`src/hw/rtl/packet_dedup_hash_window_top_assert.svh`:
```
// Assertion macros for the duplicate filter.
// Included by the top level; depends on nothing else.
`ifndef PACKET_DEDUP_HASH_WINDOW_TOP_ASSERT_SVH
`define PACKET_DEDUP_HASH_WINDOW_TOP_ASSERT_SVH
`ifndef ASSERT_OFF
// Same-cycle implication under a synchronous active-low reset.
`define PDHW_ASSERT_IMP(lbl, clk, rstn, ante, cons, msg) \
    lbl: assert property (@(posedge clk) disable iff (!(rstn)) (ante) |-> (cons)) \
        else $error(msg);
// Next-cycle implication under a synchronous active-low reset.
`define PDHW_ASSERT_NXT(lbl, clk, rstn, ante, cons, msg) \
    lbl: assert property (@(posedge clk) disable iff (!(rstn)) (ante) |=> (cons)) \
        else $error(msg);
`else
`define PDHW_ASSERT_IMP(lbl, clk, rstn, ante, cons, msg)
`define PDHW_ASSERT_NXT(lbl, clk, rstn, ante, cons, msg)
`endif
`endif

```
`src/hw/rtl/pdhw_pkg.sv`:
```
// Shared types and constants of the duplicate filter.
// Used by the table, the compare unit and the top level; no dependencies.
package pdhw_pkg;

    localparam logic [31:0] HASH_SEED     = 32'd5381;
    localparam logic [31:0] WINDOW_RESET  = 32'd25000;

    typedef struct packed {
        logic        live;
        logic [31:0] hash;
        logic [31:0] stamp;
    } t_entry;

    typedef struct packed {
        logic live_after;
        logic expire;
        logic match;
    } t_cmp_res;

endpackage

```
`src/hw/rtl/packet_dedup_hash_window_top.sv`:
```
// Duplicate-packet filter: djb2 hash of a byte stream checked against a timed ring.
// Depends on pdhw_pkg, pdhw_table, pdhw_cmp and the assertion header.
//
// Usage: bytes of the station name and then the payload arrive on the input
// channel (i_in_valid / o_in_ready) with i_last_byte marking the final beat and
// i_now_ms giving the time of that final beat. Each ordinary byte is folded into
// the hash in the cycle it is accepted, so such bytes go at one per cycle while
// o_in_ready is high. A last byte starts a sweep of the entry table through
// the single compare unit, one slot per cycle, during which o_in_ready stays
// low; each slot is read through the registered read port of the table memory.
// One result beat (o_is_duplicate, o_evicted_live) per packet
// appears on o_out_valid / i_out_ready and is held in an output register, so
// the next packet's bytes are taken while the result waits. If the receiver
// stalls and a second result is ready, the block holds it and takes no input.
// Reset empties the table (a fill count marks written slots, no clearing pass),
// reseeds the hash and sets the window to 25000 ms. i_cfg_we writes the window
// in the same cycle; it is meant to be written only while the block is idle.
`include "packet_dedup_hash_window_top_assert.svh"

module packet_dedup_hash_window_top #(
    parameter int TABLE_DEPTH = 16
) (
    input  logic        i_clk,
    input  logic        i_rst_n,
    input  logic        i_in_valid,
    output logic        o_in_ready,
    input  logic [7:0]  i_data_byte,
    input  logic        i_last_byte,
    input  logic [31:0] i_now_ms,
    output logic        o_out_valid,
    input  logic        i_out_ready,
    output logic        o_is_duplicate,
    output logic        o_evicted_live,
    input  logic        i_cfg_we,
    input  logic [31:0] i_cfg_wdata
);

    localparam int AW = (TABLE_DEPTH > 1) ? $clog2(TABLE_DEPTH) : 1;
    localparam int CW = AW + 1;

    localparam logic [1:0] ST_IDLE   = 2'd0;
    localparam logic [1:0] ST_SWEEP  = 2'd1;
    localparam logic [1:0] ST_FINISH = 2'd2;

    logic [1:0]    r_state;
    logic [31:0]   r_window;
    logic [31:0]   r_run_hash;
    logic [31:0]   r_key;
    logic [31:0]   r_now;
    logic [CW-1:0] r_rd_idx;
    logic          r_ev_valid;
    logic [AW-1:0] r_ev_idx;
    logic [AW-1:0] r_head;
    logic [CW-1:0] r_fill;
    logic          r_dup;
    logic          r_head_live;
    logic          r_out_valid;
    logic          r_out_dup;
    logic          r_out_evict;

    logic             in_fire;
    logic [31:0]      next_hash;
    logic             rd_more;
    logic             written;
    logic             out_free;
    logic             finish_go;
    logic             mem_we;
    logic [AW-1:0]    mem_waddr;
    pdhw_pkg::t_entry mem_wdata;
    pdhw_pkg::t_entry mem_rdata;
    pdhw_pkg::t_cmp_res cmp_res;
    logic [AW-1:0]    head_next;

    assign o_in_ready = (r_state == ST_IDLE);
    assign in_fire    = i_in_valid && o_in_ready;
    assign next_hash  = {r_run_hash[26:0], 5'b0} + r_run_hash + {24'b0, i_data_byte};
    assign rd_more    = (r_rd_idx < CW'(TABLE_DEPTH));
    assign written    = ({1'b0, r_ev_idx} < r_fill);
    assign out_free   = !r_out_valid || i_out_ready;
    assign finish_go  = (r_state == ST_FINISH) && out_free;
    assign head_next  = (r_head == AW'(TABLE_DEPTH - 1)) ? '0 : r_head + 1'b1;

    pdhw_table #(
        .TABLE_DEPTH (TABLE_DEPTH),
        .AW          (AW)
    ) u_table (
        .i_clk   (i_clk),
        .i_we    (mem_we),
        .i_waddr (mem_waddr),
        .i_wdata (mem_wdata),
        .i_raddr (r_rd_idx[AW-1:0]),
        .o_rdata (mem_rdata)
    );

    pdhw_cmp u_cmp (
        .i_entry   (mem_rdata),
        .i_written (written),
        .i_now_ms  (r_now),
        .i_window  (r_window),
        .i_key     (r_key),
        .o_res     (cmp_res)
    );

    // Write port: clear the live flag of an expired slot during the sweep,
    // or store the new hash at the head once the sweep has finished.
    always_comb begin
        mem_we    = 1'b0;
        mem_waddr = r_ev_idx;
        mem_wdata = mem_rdata;
        if (r_state == ST_SWEEP && r_ev_valid && cmp_res.expire) begin
            mem_we         = 1'b1;
            mem_wdata.live = 1'b0;
        end else if (finish_go && !r_dup) begin
            mem_we          = 1'b1;
            mem_waddr       = r_head;
            mem_wdata.live  = 1'b1;
            mem_wdata.hash  = r_key;
            mem_wdata.stamp = r_now;
        end
    end

    always_ff @(posedge i_clk) begin
        if (!i_rst_n) begin
            r_state     <= ST_IDLE;
            r_window    <= pdhw_pkg::WINDOW_RESET;
            r_run_hash  <= pdhw_pkg::HASH_SEED;
            r_rd_idx    <= '0;
            r_ev_valid  <= 1'b0;
            r_ev_idx    <= '0;
            r_head      <= '0;
            r_fill      <= '0;
            r_dup       <= 1'b0;
            r_head_live <= 1'b0;
            r_out_valid <= 1'b0;
        end else begin
            if (i_cfg_we) begin
                r_window <= i_cfg_wdata;
            end
            if (finish_go) begin
                r_out_valid <= 1'b1;
            end else if (r_out_valid && i_out_ready) begin
                r_out_valid <= 1'b0;
            end
            case (r_state)
                ST_IDLE: begin
                    if (in_fire) begin
                        if (i_last_byte) begin
                            r_run_hash  <= pdhw_pkg::HASH_SEED;
                            r_rd_idx    <= '0;
                            r_ev_valid  <= 1'b0;
                            r_dup       <= 1'b0;
                            r_head_live <= 1'b0;
                            r_state     <= ST_SWEEP;
                        end else begin
                            r_run_hash <= next_hash;
                        end
                    end
                end
                ST_SWEEP: begin
                    r_ev_valid <= rd_more;
                    r_ev_idx   <= r_rd_idx[AW-1:0];
                    if (rd_more) begin
                        r_rd_idx <= r_rd_idx + 1'b1;
                    end
                    if (r_ev_valid) begin
                        if (cmp_res.match) begin
                            r_dup <= 1'b1;
                        end
                        if (r_ev_idx == r_head) begin
                            r_head_live <= cmp_res.live_after;
                        end
                        if (r_ev_idx == AW'(TABLE_DEPTH - 1)) begin
                            r_state <= ST_FINISH;
                        end
                    end
                end
                ST_FINISH: begin
                    if (out_free) begin
                        if (!r_dup) begin
                            r_head <= head_next;
                            if (r_fill != CW'(TABLE_DEPTH)) begin
                                r_fill <= r_fill + 1'b1;
                            end
                        end
                        r_state <= ST_IDLE;
                    end
                end
                default: begin
                    r_state <= ST_IDLE;
                end
            endcase
        end
    end

    // Payload registers need no reset.
    always_ff @(posedge i_clk) begin
        if (in_fire && i_last_byte) begin
            r_key <= next_hash;
            r_now <= i_now_ms;
        end
        if (finish_go) begin
            r_out_dup   <= r_dup;
            r_out_evict <= !r_dup && r_head_live;
        end
    end

    assign o_out_valid    = r_out_valid;
    assign o_is_duplicate = r_out_dup;
    assign o_evicted_live = r_out_evict;

    `PDHW_ASSERT_IMP(a_fill_bound, i_clk, i_rst_n, 1'b1, r_fill <= CW'(TABLE_DEPTH),
        "fill count beyond table depth")
    `PDHW_ASSERT_IMP(a_dup_no_evict, i_clk, i_rst_n, o_out_valid && o_is_duplicate,
        !o_evicted_live, "eviction reported for a duplicate")
    `PDHW_ASSERT_IMP(a_no_write_idle, i_clk, i_rst_n, r_state == ST_IDLE, !mem_we,
        "table written while idle")
    `PDHW_ASSERT_NXT(a_finish_after_last, i_clk, i_rst_n,
        r_state == ST_SWEEP && r_ev_valid && r_ev_idx == AW'(TABLE_DEPTH - 1),
        r_state == ST_FINISH, "sweep did not end after the last slot")

endmodule

```
`src/hw/rtl/pdhw_table.sv`:
```
// Entry store of the duplicate filter: one write port, one registered read port.
// Depends on pdhw_pkg for the entry type.
module pdhw_table #(
    parameter int TABLE_DEPTH = 16,
    parameter int AW          = 4
) (
    input  logic              i_clk,
    input  logic              i_we,
    input  logic [AW-1:0]     i_waddr,
    input  pdhw_pkg::t_entry  i_wdata,
    input  logic [AW-1:0]     i_raddr,
    output pdhw_pkg::t_entry  o_rdata
);

    pdhw_pkg::t_entry r_mem [TABLE_DEPTH];
    pdhw_pkg::t_entry r_rdata;

    always_ff @(posedge i_clk) begin
        if (i_we) begin
            r_mem[i_waddr] <= i_wdata;
        end
        r_rdata <= r_mem[i_raddr];
    end

    assign o_rdata = r_rdata;

endmodule

```
`src/hw/rtl/pdhw_cmp.sv`:
```
// Shared age and hash compare unit, used once per slot during a table sweep.
// Depends on pdhw_pkg for the entry and result types.
module pdhw_cmp (
    input  pdhw_pkg::t_entry   i_entry,
    input  logic               i_written,
    input  logic [31:0]        i_now_ms,
    input  logic [31:0]        i_window,
    input  logic [31:0]        i_key,
    output pdhw_pkg::t_cmp_res o_res
);

    logic        live_in;
    logic [31:0] age;

    // A slot never written holds no meaningful data, so it counts as empty.
    assign live_in = i_entry.live && i_written;
    assign age     = i_now_ms - i_entry.stamp;

    always_comb begin
        o_res.expire     = live_in && (age > i_window);
        o_res.live_after = live_in && !o_res.expire;
        o_res.match      = o_res.live_after && (i_entry.hash == i_key);
    end

endmodule

```
`config.mk`:
```
export PLATFORM = sky130hd
export DESIGN_NAME = packet_dedup_hash_window_top
export DESIGN_NICKNAME = d
export VERILOG_FILES = /design/src/hw/rtl/pdhw_pkg.sv /design/src/hw/rtl/packet_dedup_hash_window_top.sv /design/src/hw/rtl/pdhw_table.sv /design/src/hw/rtl/pdhw_cmp.sv
export VERILOG_INCLUDE_DIRS = /design/src /design/src/hw/rtl
export SDC_FILE = /design/constraint.sdc
export NUM_CORES = 1
export LEC_CHECK = 0
export BUFFER_PORTS_ARGS = -buffer_cell sky130_fd_sc_hd__buf_2
export CAP_MARGIN = 20
export CORE_MARGIN = 2
export CORE_UTILIZATION = 65
export CTS_BUF_LIST = sky130_fd_sc_hd__clkbuf_4
export DETAILED_ROUTE_END_ITERATION = 6
export PLACE_DENSITY_LB_ADDON = 0.05
export SLEW_MARGIN = 25
export SYNTH_ARGS = -nofsm -noshare
export SYNTH_HDL_FRONTEND = slang
export SYNTH_SLANG_ARGS = --single-unit
```
`constraint.sdc`:
```
create_clock -name i_clk -period 8.74 [get_ports i_clk]
set_clock_uncertainty 0.05 [all_clocks]
set_input_delay 0.874 -clock i_clk [delete_from_list [all_inputs] [get_ports i_clk]]
set_output_delay 0.874 -clock i_clk [all_outputs]
set_load 0.02 [all_outputs]
```
==> results of run 1 <==
-- metrics by stage --
| step | cell area [sq um] | cells |
|---|---|---|
| after floorplan | 51100 | 2759 |
| after global placement | 53100 | 3822 |
| after detailed placement | 53200 | 3822 |
| after CTS | 58000 | 4461 |
| after global routing | 58100 | 4466 |
| final | 58100 | 4466 |
-- cell families after synthesis --
logic type | share of synthesized area
XOR/XNOR | 0.0168
buffers and inverters | 0.0150
flip-flops | 0.709
AND/OR/NAND/NOR | 0.0389
adder cells (fa/ha/maj) | 0.0333
AO/OA/AOI/OAI | 0.0379
multiplexers | 0.149
-- routing by layer --
layer / GRT usage / part of all wire
met5: 0 / 0
met4: 0.0937 / 0.022
met3: 0.0609 / 0.084
met2: 0.469 / 0.49
met1: 0.418 / 0.40
-- power by group --
group	switching, W	total [W]	internal, W
Sequential	0.0000463	0.00659	0.00655
Combinational	0.000358	0.000631	0.000273
Clock	0.00229	0.00505	0.00276
-- critical path: stages, from the launching register on --
cell and delay [ns]:
edfxtp_1 0.38, inv_1 0.11, ha_1 0.18, inv_1 0.06, fa_1 0.41, a21o_1 0.19
a31oi_1 0.26, o21ai_1 0.15, a211oi_1 0.82, o31ai_1 0.31, a211oi_1 0.42, o21ai_1 0.11
a21oi_1 0.19, xnor2_1 0.09, ha_1 0.30, nand4_1 0.13, nor4_1 0.64, inv_1 0.14
o21a_1 0.37, o41ai_1 0.61, nor2b_4 0.75, buf_12 0.40
-- flip-flops by register name, indices dropped and copies added, names as in the netlist, 5 cells and up --
signal	cells
u_table.r_mem	1040
u_table.o_rdata	65
r_key	32
r_now	32
r_run_hash	32
r_window	32
r_fill	5
r_rd_idx	5
-- final cells by class --
type / count / area, sq um
inverters: 90 / 339
flip-flops and latches: 1259 / 36300
well taps: 1040 / 1300
clock buffers: 489 / 3670
clock inverters: 86 / 527
diodes: 4 / 10.0
multi-input cells: 1296 / 14300
fillers: 4535 / 19600
repair buffers: 202 / 1640
-- how the worst max path moves through the flow --
stage	end	slack, ns	depth (start not counted)
after floorplan	u_table.r_mem[0][0]	0.86	17
after global placement	u_table.r_mem[0][0]	1.50	21
after detailed placement	u_table.r_mem[0][0]	1.36	21
after CTS	u_table.r_mem[0][41]	1.21	21
after global routing	u_table.r_mem[0][41]	0.83	21
final	u_table.r_mem[0][9]	1.20	21
-- synthesized netlist by cell type (4+ instances only) --
library cell | count | share of area
and3_1 | 8 | 0.00098
edfxtp_1 | 1106 | 0.65
nand2_1 | 193 | 0.014
nand2b_1 | 12 | 0.0015
nor4_1 | 11 | 0.0013
and2_1 | 13 | 0.0016
a31oi_1 | 7 | 0.00086
a21boi_0 | 11 | 0.0016
nand3b_1 | 4 | 0.00059
o21ai_0 | 54 | 0.0053
nand3_1 | 17 | 0.0017
xor2_1 | 53 | 0.0091
a211oi_1 | 14 | 0.0021
fa_1 | 5 | 0.0020
buf_1 | 28 | 0.0021
and4_1 | 4 | 0.00069
or3_1 | 6 | 0.00073
ha_1 | 128 | 0.031
dfxtp_1 | 153 | 0.060
nor3_1 | 9 | 0.00088
nor2_1 | 62 | 0.0046
o41ai_1 | 6 | 0.0010
nor3b_1 | 4 | 0.00059
o21ai_1 | 15 | 0.0015
mux2i_1 | 29 | 0.0057
a21oi_1 | 59 | 0.0058
nand4_1 | 19 | 0.0023
o31ai_1 | 6 | 0.00088
nor2b_1 | 48 | 0.0059
o21bai_1 | 13 | 0.0019
clkbuf_1 | 86 | 0.0063
a22o_1 | 15 | 0.0026
xnor2_1 | 45 | 0.0077
mux4_2 | 325 | 0.14
o211ai_1 | 8 | 0.0012
o21a_1 | 13 | 0.0019
a22oi_1 | 8 | 0.0012
inv_1 | 89 | 0.0065
a21o_1 | 33 | 0.0048
==> impl_metrics.yaml, run 1 <==
timing:
  fmax_mhz: 133
  setup_viol: 0
  tightest_slew_ns: 1.04
  rsz0062_at_grt: "false"
  fin_hold_ws_ns: 0.157
  setup-tns-final_ns: 0
  relSlewSlack: 0.301
  setup_slack_ns: 1.20
  finalCriticalPeriod_ns: 7.54
  post-route-period-util: 0.863
  final_hold_viol_count: 0
  slew_violations: 0
worst_setup_path:
  crit_type: "reg -> reg"
  path_max_fanout: 47
  crit_path_end_kind: "flop"
  cp.arrival_ns: 8.19
  setup.worst_path.start_class: "flop"
  critPathLaunch: "r_now[0]"
  required_ns: 9.38
  r2r_end: "u_table.r_mem[0][9]"
  timing.rr.start: "r_now[0]"
  reg2reg_depth: 21
  regToRegSetupSlack_ns: 1.20
clock_tree:
  cts_made_buffers: 330
  post_cts_resized: 0
  clockBufferDepth: 4
  clkTransAtPathRegs_ns: 0.07
  cts.sinks: 1259
  worstSkewPairLatency_ns: 1.13
  htree_levels: 5
  root_buffer: "clkbuf_4"
  postCtsSetupBuffers: 0
  hold_buffers: 64
  cts_tree: "built"
global_route:
  antenna_found_initial: 2
  grt_max_degree: 132
  grt_overflow: 0
  first_global_vias: 29300
  track_usage: 0.295
  grt_pass1_wl_mm: 177
route:
  routed_wl_mm: 116
  wl_per_cell_microns: 26.0
  vias: 28000
  drc: 0
  drtIter0Drc: 2784
  vias_per_cell: 6.26
  drtPass1Iterations: 6
  drtAntennaViolNets: 0
power_and_ir_drop:
  vdd_drop_max_uv: 159
  power_density_nw_per_um2: 211
  power_leakage_nw: 19.8
  finalPower_w: 0.0123
finish:
  final_layout_size_suffix_gt1_frac: 0.300
  post-route-util: 0.747
  syn2layout_area_growth_pct: 13.6
  final_common_cell: "edfxtp_1"
  nets: 3390
  final_cell_mix: "edfxtp_1 (1106), clkbuf_4 (489), mux4_2 (325), nand2_1 (193), dfxtp_1 (149)"
hold_path:
  holdPathEnd: "o_out_valid"
  hp-start: "i_out_ready"
  whs_path_depth: 3
  hp-class: "in -> reg"
die:
  initial_core_util: 0.658
  io-pin-count: 82
  die_h_microns: 284
  fp.dieW_microns: 284
  dieArea_sq_um: 80900
  core-area_sq_um: 77700
  rows: 102
synthesis:
  ys_warn_count: 0
  synthFlopType: "edfxtp_1"
  ys_ff_latch: 1259
  synth.distinct_cells: 66
  syn-num-nets: 2970
  synth-seq-area-share: 0.709
  syn-cell-area_sq_um: 51100
  synth-edff-count: 1106
  synthCells: 2759
  postSynthAreaPerCell_sq_um: 18.5
  async_flop_share: 0
placed_design:
  dp_slack_ns: 1.36
  routabilityCongestion: 0.893
  portBuffers: 81
  dp_hpwl_mm: 67.9
outcome:
  status: "completed"
job:
  cap_viol_max_count: 0
No activity file was read; power rests on OpenSTA's default activity.
==> inputs of run 2 (changes only) <==
CORE_UTILIZATION = 60   (was 65)
PLACE_DENSITY = 0.77   (was not set)
PLACE_DENSITY_LB_ADDON = not set   (was 0.05)
==> run 2 against run 1 <==
  * First-iteration DRC count rose by 5.7%
  * Power decreased by 0.73%
  * Core utilization decreased by 6.3 points
  * Global-route usage down 2.1 points
  * Via count grew 1.2%
  * Sequential share of layout area about the same
  * Die area is 8.2% higher
  * Clock-buffer cell count rose by 3
  * Non-clock buffer count up 3
  * Worst setup slack lost 0.048 ns
  * Sequential cell count unchanged
  * Worst hold slack got worse by 0.11 ns
  * Highest routed layer is now met5
==> impl_metrics.yaml, run 2 (synthesized netlist as in run 1, its figures left out) <==
outcome:
  status: "completed"
timing:
  rsz0062_at_grt: "false"
  setup_viol: 0
  finalCriticalPeriod_ns: 7.59
  post-route-period-util: 0.869
  setup-tns-final_ns: 0
  slew_violations: 0
  relSlewSlack: 0.253
  setup_slack_ns: 1.15
  fmax_mhz: 132
  final_hold_viol_count: 0
  tightest_slew_ns: 1.11
worst_setup_path:
  required_ns: 9.42
  cp_cell_sequence: "inv_1, ha_1, inv_1, fa_1, a21o_1, a31oi_1, o21ai_1, a211oi_1, o31ai_1, a211oi_1, o21ai_1, a21oi_1, xnor2_1, ha_1, nand4_1, nor4_1, inv_1, o21a_1, o41a_1, nor2_4, buf_12"
  cpMostUsedCell: "inv_1"
  crit_slowest_cell: "a211oi_1"
  crit_path_end_kind: "flop"
  setup.worst_path.start_class: "flop"
  cp_top_family: "compound AO/OA/AOI/OAI gates"
  critPathBufInv: 4
  cp_slowest_stage_delay_ns: 0.91
  crit_type: "reg -> reg"
  cp.arrival_ns: 8.27
  path_max_fanout: 43
die:
  rows: 107
  dieArea_sq_um: 87600
  io-pin-count: 82
  fp.dieW_microns: 296
  initial_core_util: 0.602
  die_h_microns: 296
  core-area_sq_um: 84900
global_route:
  grt_pass1_wl_mm: 176
  track_usage: 0.274
  antenna_found_initial: 3
  grt_max_degree: 142
  grt_overflow: 0
  first_global_vias: 29100
route:
  vias_per_cell: 6.22
  drtAntennaViolNets: 0
  drtPass1Iterations: 7
  drc: 0
  routed_wl_mm: 117
  wl_per_cell_microns: 25.7
  vias: 28300
  drtIter0Drc: 2942
placed_design:
  placed_area_sq_um: 53300
  dp_slack_ns: 1.39
  routabilityCongestion: 0.867
  dp_hpwl_mm: 68.0
  portBuffers: 81
clock_tree:
  clockBufferDepth: 4
  root_buffer: "clkbuf_4"
  clkTransAtPathRegs_ns: 0.06
  cts_tree: "built"
  htree_levels: 5
  worstSkewPairLatency_ns: 1.14
  cts_made_buffers: 324
  cts.sinks: 1259
  post_cts_resized: 0
finish:
  final_area_sq_um: 58100
  final_common_cell: "edfxtp_1"
  final_layout_size_suffix_gt1_frac: 0.300
  fillerInstances: 5348
  largest_register_ff_count: 1040
  top_register: "u_table.r_mem"
  nets: 3387
  syn2layout_area_growth_pct: 13.7
  final_cell_mix: "edfxtp_1 (1106), clkbuf_4 (492), mux4_2 (325), nand2_1 (193), dfxtp_1 (149)"
job:
  cap_viol_max_count: 0
power_and_ir_drop:
  power_density_nw_per_um2: 210
  power_leakage_nw: 19.8
  vdd_drop_max_uv: 158
hold_path:
  hp-class: "in -> reg"
-- run 2: where the power goes --
part | leakage (nW) | internal [W] | switching [W]
Sequential | 11.2 | 0.00655 | 0.0000474
Clock | 2.45 | 0.00270 | 0.00226
Combinational | 6.09 | 0.000272 | 0.000361
-- run 2: final cells by class --
cell class              count  area [sq um]  share of cell area
flip-flops and latches   1259         36300               0.624
multi-input cells        1296         14300               0.246
clock buffers             492          3690              0.0636
repair buffers            205          1680              0.0289
well taps                1144          1430              0.0246
clock inverters            60           369             0.00635
inverters                  90           339             0.00583
diodes                      9          22.5            0.000388
-- run 2: per-stage QoR --
stage | hold WS (ns) | power, W | util | instances
detailed placement | 0.425 | 0.00732 | 0.628 | 3930
finish | 0.0487 | 0.0122 | 0.685 | 4555
global placement | 0.418 | 0.00730 | 0.628 | 3929
CTS | 0.00712 | 0.0123 | 0.684 | 4546
floorplan | 0.398 | 0.00712 | - | 2759
global route | 0.0200 | 0.0126 | 0.685 | 4550
-- run 2: final timing paths --
path	startpoint	endpoint	slack [ns]	cells past startpoint
max	r_now[0]	u_table.r_mem[9][57]	1.15	21
min	i_cfg_wdata[6]	r_window[6]	0.05	3
max reg2reg	r_now[0]	u_table.r_mem[9][57]	1.15	21
min reg2reg	r_run_hash[27]	r_run_hash[27]	0.43	1
-- run 2: repair_timing --
item / in CTS / in global routing
hold endpoints to repair: 64 / 0
hold buffers: 64 / 0
buffers inserted: 0 / 0
-- run 2: routing by layer --
metal	wire length [microns]	GRT usage
met1	46600	0.381
met2	57900	0.441
met3	9360	0.0521
met4	3100	0.100
met5	14	0
-- run 2: worst register-to-register path: stages (launching register included) --
cell and delay [ns]:
edfxtp_1 0.35, inv_1 0.09, ha_1 0.18, inv_1 0.07, fa_1 0.40, a21o_1 0.19, a31oi_1 0.26, o21ai_1 0.18
a211oi_1 0.91, o31ai_1 0.33, a211oi_1 0.43, o21ai_1 0.11, a21oi_1 0.18, xnor2_1 0.09, ha_1 0.29, nand4_1 0.13
nor4_1 0.70, inv_1 0.16, o21a_1 0.33, o41a_1 0.52, nor2_4 0.82, buf_12 0.42
